File: src/sv/pi_controller_clamped_top_defines.svh
// Assertion macros for the PI controller with clamped integrator
`ifndef PI_CONTROLLER_CLAMPED_TOP_DEFINES_SVH
`define PI_CONTROLLER_CLAMPED_TOP_DEFINES_SVH

`ifndef SYNTHESIS
`define PIC_ASSERT_IMP(label, ante, cons, msg) \
	label: assert property (@(posedge clk) disable iff (!arst_n) (ante) |-> (cons)) \
		else $error(msg);
`define PIC_ASSERT_NXT(label, ante, cons, msg) \
	label: assert property (@(posedge clk) disable iff (!arst_n) (ante) |=> (cons)) \
		else $error(msg);
`else
`define PIC_ASSERT_IMP(label, ante, cons, msg)
`define PIC_ASSERT_NXT(label, ante, cons, msg)
`endif

`endif

File: src/sv/pic_pkg.sv
// Types and constants shared by the PI controller modules
`timescale 1ns / 1ps
`default_nettype none

package pic_pkg;

	localparam int unsigned CFG_DATA_W = 31;

	localparam logic [1:0] REG_PROP_GAIN      = 2'd0;
	localparam logic [1:0] REG_INTEG_GAIN     = 2'd1;
	localparam logic [1:0] REG_INTEGRAL_LIMIT = 2'd2;
	localparam logic [1:0] REG_OUTPUT_LIMIT   = 2'd3;

	typedef logic signed [15:0] gain_t;
	typedef logic signed [15:0] sample_t;
	typedef logic signed [31:0] integ_t;

	typedef struct packed {
		gain_t       prop_gain;
		gain_t       integ_gain;
		logic [30:0] integral_limit;
		logic [14:0] output_limit;
	} cfg_t;

	localparam gain_t       RST_PROP_GAIN      = 16'sd256;
	localparam gain_t       RST_INTEG_GAIN     = 16'sd0;
	localparam logic [30:0] RST_INTEGRAL_LIMIT = 31'd1638;
	localparam logic [14:0] RST_OUTPUT_LIMIT   = 15'd19660;

endpackage

`default_nettype wire

File: src/sv/pi_controller_clamped_top.sv
// PI controller with clamped integrator and clamped output: top level
// Throughput: one request per cycle while the output register is free; the integrator add and clamp is combinational.
// The three-stage pipeline advances as a whole whenever the output register is free.
// Reset (arst_n low, asynchronous) empties the pipeline, zeroes the integrator
// and loads the gain and limit registers with their defaults.
`timescale 1ns / 1ps
`default_nettype none

`include "pi_controller_clamped_top_defines.svh"

module pi_controller_clamped_top import pic_pkg::*; (
	input  wire logic                  clk,
	input  wire logic                  arst_n,
	input  wire logic                  in_valid,
	output logic                       in_stall,
	input  wire sample_t               error_sample,
	output logic                       out_valid,
	input  wire logic                  out_stall,
	output sample_t                    drive_value,
	input  wire logic                  cfg_valid,
	output logic                       cfg_ready,
	input  wire logic [1:0]            cfg_index,
	input  wire logic [CFG_DATA_W-1:0] cfg_data
);

	cfg_t               cfg;
	logic               adv;
	logic               v_s1;
	logic               v_s2;
	sample_t            err_s1;
	integ_t             integral_q;
	logic signed [31:0] pprod_s2;
	logic signed [47:0] iprod_s2;
	logic signed [32:0] integ_ext;
	logic signed [32:0] ilim_ext;
	logic signed [32:0] ilim_neg;

	assign adv       = !(out_valid && out_stall);
	assign in_stall  = !adv;
	assign cfg_ready = 1'b1;

	pic_cfg u_cfg (
		.clk      (clk),
		.arst_n   (arst_n),
		.wr_en    (cfg_valid && cfg_ready),
		.wr_index (cfg_index),
		.wr_data  (cfg_data),
		.cfg      (cfg)
	);

	pic_integ u_integ (
		.clk            (clk),
		.arst_n         (arst_n),
		.adv            (adv),
		.in_valid       (in_valid),
		.error_sample   (error_sample),
		.integral_limit (cfg.integral_limit),
		.v_s1           (v_s1),
		.err_s1         (err_s1),
		.integral_q     (integral_q)
	);

	pic_mult u_mult (
		.clk        (clk),
		.arst_n     (arst_n),
		.adv        (adv),
		.v_s1       (v_s1),
		.err_s1     (err_s1),
		.integral_q (integral_q),
		.prop_gain  (cfg.prop_gain),
		.integ_gain (cfg.integ_gain),
		.v_s2       (v_s2),
		.pprod_s2   (pprod_s2),
		.iprod_s2   (iprod_s2)
	);

	pic_outclamp u_outclamp (
		.clk          (clk),
		.arst_n       (arst_n),
		.adv          (adv),
		.v_s2         (v_s2),
		.pprod_s2     (pprod_s2),
		.iprod_s2     (iprod_s2),
		.output_limit (cfg.output_limit),
		.out_valid    (out_valid),
		.drive_value  (drive_value)
	);

	assign integ_ext = 33'(integral_q);
	assign ilim_ext  = signed'({2'b00, cfg.integral_limit});
	assign ilim_neg  = -ilim_ext;

	`PIC_ASSERT_NXT(a_integ_bound, in_valid && !in_stall, (integ_ext <= $past(ilim_ext)) && (integ_ext >= $past(ilim_neg)), "integrator outside its limit")
	`PIC_ASSERT_IMP(a_out_from_s2, $rose(out_valid), $past(v_s2), "result without a request in flight")
	`PIC_ASSERT_NXT(a_s2_advance, v_s2 && !in_stall, out_valid, "request lost between product and output stage")

endmodule

`default_nettype wire

File: src/sv/pic_cfg.sv
// Configuration register file for gains and limits
`timescale 1ns / 1ps
`default_nettype none

module pic_cfg import pic_pkg::*; (
	input  wire logic                  clk,
	input  wire logic                  arst_n,
	input  wire logic                  wr_en,
	input  wire logic [1:0]            wr_index,
	input  wire logic [CFG_DATA_W-1:0] wr_data,
	output cfg_t                       cfg
);

	cfg_t cfg_q;

	always_ff @(posedge clk or negedge arst_n) begin
		if (!arst_n) begin
			cfg_q.prop_gain      <= RST_PROP_GAIN;
			cfg_q.integ_gain     <= RST_INTEG_GAIN;
			cfg_q.integral_limit <= RST_INTEGRAL_LIMIT;
			cfg_q.output_limit   <= RST_OUTPUT_LIMIT;
		end else if (wr_en) begin
			case (wr_index)
				REG_PROP_GAIN:      cfg_q.prop_gain      <= signed'(wr_data[15:0]);
				REG_INTEG_GAIN:     cfg_q.integ_gain     <= signed'(wr_data[15:0]);
				REG_INTEGRAL_LIMIT: cfg_q.integral_limit <= wr_data[30:0];
				REG_OUTPUT_LIMIT:   cfg_q.output_limit   <= wr_data[14:0];
				default: ;
			endcase
		end
	end

	assign cfg = cfg_q;

endmodule

`default_nettype wire

File: src/sv/pic_integ.sv
// Integrator stage: add the error sample and clamp the accumulator
`timescale 1ns / 1ps
`default_nettype none

module pic_integ import pic_pkg::*; (
	input  wire logic        clk,
	input  wire logic        arst_n,
	input  wire logic        adv,
	input  wire logic        in_valid,
	input  wire sample_t     error_sample,
	input  wire logic [30:0] integral_limit,
	output logic             v_s1,
	output sample_t          err_s1,
	output integ_t           integral_q
);

	logic signed [32:0] sum_w;
	logic signed [32:0] lim_w;
	logic signed [32:0] neg_lim_w;
	logic signed [32:0] clamp_w;
	logic               accept;

	assign accept    = in_valid && adv;
	assign sum_w     = 33'(integral_q) + 33'(error_sample);
	assign lim_w     = signed'({2'b00, integral_limit});
	assign neg_lim_w = -lim_w;

	always_comb begin
		if (sum_w > lim_w) begin
			clamp_w = lim_w;
		end else if (sum_w < neg_lim_w) begin
			clamp_w = neg_lim_w;
		end else begin
			clamp_w = sum_w;
		end
	end

	always_ff @(posedge clk or negedge arst_n) begin
		if (!arst_n) begin
			v_s1       <= 1'b0;
			integral_q <= '0;
		end else if (adv) begin
			v_s1 <= in_valid;
			if (accept) begin
				integral_q <= signed'(clamp_w[31:0]);
			end
		end
	end

	always_ff @(posedge clk) begin
		if (accept) begin
			err_s1 <= error_sample;
		end
	end

endmodule

`default_nettype wire

File: src/sv/pic_mult.sv
// Product stage: proportional and integral products
`timescale 1ns / 1ps
`default_nettype none

module pic_mult import pic_pkg::*; (
	input  wire logic          clk,
	input  wire logic          arst_n,
	input  wire logic          adv,
	input  wire logic          v_s1,
	input  wire sample_t       err_s1,
	input  wire integ_t        integral_q,
	input  wire gain_t         prop_gain,
	input  wire gain_t         integ_gain,
	output logic               v_s2,
	output logic signed [31:0] pprod_s2,
	output logic signed [47:0] iprod_s2
);

	logic signed [31:0] pprod_w;
	logic signed [47:0] iprod_w;

	assign pprod_w = 32'(prop_gain) * 32'(err_s1);
	assign iprod_w = 48'(integ_gain) * 48'(integral_q);

	always_ff @(posedge clk or negedge arst_n) begin
		if (!arst_n) begin
			v_s2 <= 1'b0;
		end else if (adv) begin
			v_s2 <= v_s1;
		end
	end

	always_ff @(posedge clk) begin
		if (adv && v_s1) begin
			pprod_s2 <= pprod_w;
			iprod_s2 <= iprod_w;
		end
	end

endmodule

`default_nettype wire

File: src/sv/pic_outclamp.sv
// Output stage: sum, divide by 256 and clamp to the output limit
`timescale 1ns / 1ps
`default_nettype none

module pic_outclamp import pic_pkg::*; (
	input  wire logic          clk,
	input  wire logic          arst_n,
	input  wire logic          adv,
	input  wire logic          v_s2,
	input  wire logic signed [31:0] pprod_s2,
	input  wire logic signed [47:0] iprod_s2,
	input  wire logic [14:0]   output_limit,
	output logic               out_valid,
	output sample_t            drive_value
);

	logic signed [48:0] sum_w;
	logic signed [40:0] scaled_w;
	logic signed [40:0] lim_w;
	logic signed [40:0] neg_lim_w;
	logic signed [40:0] clamp_w;

	assign sum_w     = 49'(pprod_s2) + 49'(iprod_s2);
	assign scaled_w  = signed'(sum_w[48:8]);
	assign lim_w     = signed'({26'd0, output_limit});
	assign neg_lim_w = -lim_w;

	always_comb begin
		if (scaled_w > lim_w) begin
			clamp_w = lim_w;
		end else if (scaled_w < neg_lim_w) begin
			clamp_w = neg_lim_w;
		end else begin
			clamp_w = scaled_w;
		end
	end

	always_ff @(posedge clk or negedge arst_n) begin
		if (!arst_n) begin
			out_valid <= 1'b0;
		end else if (adv) begin
			out_valid <= v_s2;
		end
	end

	always_ff @(posedge clk) begin
		if (adv && v_s2) begin
			drive_value <= signed'(clamp_w[15:0]);
		end
	end

endmodule

`default_nettype wire

File: config.mk
export PLATFORM = sky130hd
export DESIGN_NAME = pi_controller_clamped_top
export DESIGN_NICKNAME = d
export VERILOG_FILES = /design/src/sv/pic_pkg.sv /design/src/sv/pi_controller_clamped_top.sv /design/src/sv/pic_cfg.sv /design/src/sv/pic_integ.sv /design/src/sv/pic_mult.sv /design/src/sv/pic_outclamp.sv
export VERILOG_INCLUDE_DIRS = /design/src /design/src/sv
export SDC_FILE = /design/constraint.sdc
export NUM_CORES = 2
export LEC_CHECK = 0
export CAP_MARGIN = 25
export CORE_MARGIN = 1
export CORE_UTILIZATION = 60
export CTS_CLUSTER_DIAMETER = 150
export DETAILED_ROUTE_END_ITERATION = 16
export DONT_BUFFER_PORTS = 1
export PLACE_DENSITY_LB_ADDON = 0.15
export SYNTH_ARGS = -nofsm -noshare
export SYNTH_HDL_FRONTEND = slang
export SYNTH_SLANG_ARGS = --single-unit
File: constraint.sdc
create_clock -name clk -period 6.7 [get_ports clk]
set_clock_uncertainty 0.05 [all_clocks]
set_input_delay 1.34 -clock clk [delete_from_list [all_inputs] [get_ports clk]]
set_output_delay 1.34 -clock clk [all_outputs]
set_load 0.005 [all_outputs]
==> results.ini <==
[status]
status=finished, final reports clean

[sta]
setup_viol=0
hold_viol=0
maxSlewHeadroom_pct=37.8
period_minus_slack_ns=6.54
setup_ws_ns=0.160
worst_pin_slew_ns=0.934
maxSlewViolCount=0
fmax_mhz=153
finalCritPeriodShare_pct=97.6

[setup_path]
crit_top_cell=fa_1
cp-start-kind=flop
crit_path_max_fanout=11
crit_type=flop to flop
arrival_ns=6.91
critPathTopFamily=adder cells
cp_num_buf_inv=5
worstPathRequired_ns=7.07
max_stage_delay_ns=0.61
worstPathCellList=buf_4 -> buf_12 -> and2_1 -> fa_1 -> fa_1 -> fa_1 -> fa_1 -> fa_1 -> inv_1 -> fa_1 -> inv_1 -> ha_4 -> a21o_1 -> a21oi_1 -> nor2b_1 -> a211oi_1 -> buf_4 -> o31ai_4 -> a31oi_4 -> o21ai_2 -> a221o_1 -> a2111o_1 -> o2111ai_1
cp_slowest_cell=fa_1
end_kind=flop

[logic_synthesis]
yosysMostFrequentCell=inv_1
synthesis.area_um2=44200
synth_top_family_by_area=adder cells
synthXorXnorAreaFrac_pct=3.64
synth_seq_cells=225
ys.flop_type=edfxtp_1
syn-instance-count=4814
synth_compound_area_share_pct=9.91
synth_top_area_share_pct=33.9
yosys.area.top_type=fa_1
syn_avg_cell_area_um2=9.19
yosys_warnings=0
synth_commonest_cells=977 x inv_1, 749 x fa_1, 564 x nand2_1
syn_nets=6013
synth-edff-count=112
synth-simple-area-share_pct=14.8
synth.area.top_cells=fa_1 34%, ha_1 11%, inv_1 8.3%, edfxtp_1 7.6%, dfrtp_1 5.6%
synth_fa_ha_area_share_pct=45.1
ys_types=84
seq_area_frac_synth_pct=14.0
synthMuxAreaShare_pct=2.60
async_flop_share_pct=50.2

[routing]
ant_nets=0
num_vias=33821
drc=0
drt-total-wl_mm=115
vias_per_cell=5.65
routedWlPerCell_um=19.3
firstDrtPassIters=6
drt_iter0_markers=2055

[cells_and_area]
multi_input_area_um2=34100
syn2layout_area_growth_pct=10.7
regArea_um2=6240
fin_nets=6186
final_core_util_pct=67.1
drive_above_1_share_pct=12.2
nFillCells=5983

[die]
initial_utilization_pct=60.6
die_w_um=274
core-area_um2=73000
ios=73
rows=99
die_y_um=274
die_area_um2=74800

[clock_tree]
cts_made_buffers=28
cts_buffer_depth=3
clock-root-buffer=clkbuf_16
hold_buffers=0
clock_latency_ns=0.59
cts_sinks=225
h-tree-depth=1
cts_tree=done
clkTransAtPathRegs_ns=0.06

[global_route]
grt_pass1_vias=35074
grt_antenna_before_repair=10
grt_pass1_wl_mm=187
grt-ovfl-total=0
grt_max_degree=114
grt_usage_pct=31.8

[place]
placement.io_buffers=0
pre_cts_ws_ns=-0.132
place.gp.congestion=0.937
post-dp-hpwl_mm=95.6

[worst_hold_path]
min_path_type=input pin to asynchronous set/reset pin

[flow_run]
drv_cap=0

==> state kept, by name, summed over array words and instances (netlist names) <==
name	count
u_outclamp.out_valid	1
u_integ.v_s1	1
u_integ.integral_q	32
u_cfg.cfg	78
u_mult.v_s2	1
u_mult.iprod_s2	48
u_mult.pprod_s2	32
u_integ.err_s1	16
u_outclamp.drive_value	16
==> worst paths after layout <==
check | startpoint | endpoint | slack [ns] | depth (start not counted)
min reg2reg | u_integ.v_s1$_DFFE_PN0N_ | u_integ.v_s1$_DFFE_PN0N_ | 0.43 | 1
min in group clk | u_integ.v_s1$_DFFE_PN0N_ | u_integ.v_s1$_DFFE_PN0N_ | 0.43 | 1
max | u_integ.integral_q[10]$_DFFE_PN0P_ | u_mult.iprod_s2[40]$_DFFE_PP_ | 0.16 | 23
max reg2reg | u_integ.integral_q[10]$_DFFE_PN0P_ | u_mult.iprod_s2[40]$_DFFE_PP_ | 0.16 | 23
max in group asynchronous | arst_n | u_cfg.cfg[6]$_DFFE_PN1P_ | 5.85 | 0
min | arst_n | u_cfg.cfg[40]$_DFFE_PN0P_ | 0.43 | 0
==> area by class of cell <==
cell class                 instances  share of cell area (%)
antenna                           17                  0.0868
sequential                       225                    12.7
inverter                         980                    7.51
timing repair buffer             320                    5.67
tap                              959                    2.45
clock buffer                      36                    1.57
clock inverter                    16                   0.273
multi-input combinational       3432                    69.7
==> worst register-to-register path, stage by stage (launching register included) <==
cell and delay (ns):
dfrtp_2 0.45, buf_4 0.16, buf_12 0.14, and2_1 0.17, fa_1 0.49, fa_1 0.54, fa_1 0.61, fa_1 0.46
fa_1 0.49, inv_1 0.05, fa_1 0.54, inv_1 0.07, ha_4 0.25, a21o_1 0.15, a21oi_1 0.13, nor2b_1 0.07
a211oi_1 0.16, buf_4 0.15, o31ai_4 0.08, a31oi_4 0.18, o21ai_2 0.09, a221o_1 0.39, a2111o_1 0.41, o2111ai_1 0.11
==> cells in the final DEF, fill, tap and decap left out, types with 33 or more instances in the layout <==
master    synthesis  layout
a21o_1           90      90
a21oi_1         172     159
and2_1          313     305
buf_4             1     270
dfrtp_1          99      77
edfxtp_1        112     112
fa_1            749     737
ha_1            396     380
inv_1           977     970
mux2_2           89      89
nand2_1         564     562
nand2b_1         36      35
nand3_1          60      59
nand4_1          49      49
nor2_1          152     149
nor3_1           38      37
o211ai_1         33      33
o21ai_0         114     106
o311ai_0         34      34
xnor2_1         131     131
xor2_1           53      53
==> stage by stage <==
step                      hold WS [ns]  instances  TNS, ns  cell area [um^2]
after floorplan                  0.391       4814        0             44300
after global placement           0.410       5869   -0.246             47100
after detailed placement         0.416       5869   -0.915             47100
after CTS                        0.389       5926        0             48100
after global routing             0.414       5975   -0.268             49000
final                            0.431       5985        0             49000
==> timing repair <==
item                       4_1_cts  5_1_grt
gates resized for setup         15      148
pin swaps                        6       82
setup buffers                    5       39
cloned                           0        1
setup endpoints to repair       10       22
==> logic make-up after synthesis <==
| kind of cell | count (synthesis) |
|---|---|
| fa+ha+maj | 1145 |
| buf+inv | 1157 |
| compound gates | 655 |
| xor+xnor | 184 |
| other cells | 1 |
| mux | 104 |
| simple gates | 1343 |
| flops | 225 |
==> metal layers <==
metal,part of all wire (%),wire length (um),GRT usage (%)
met2,48,55900,53.8
met3,5.9,6770,3.73
met5,0.023,27,0
met4,3.4,3900,9.59
met1,42,48800,42.8
Power is not shown: default switching activity piles up to over one toggle a cycle in this logic, so the estimate is an artifact.
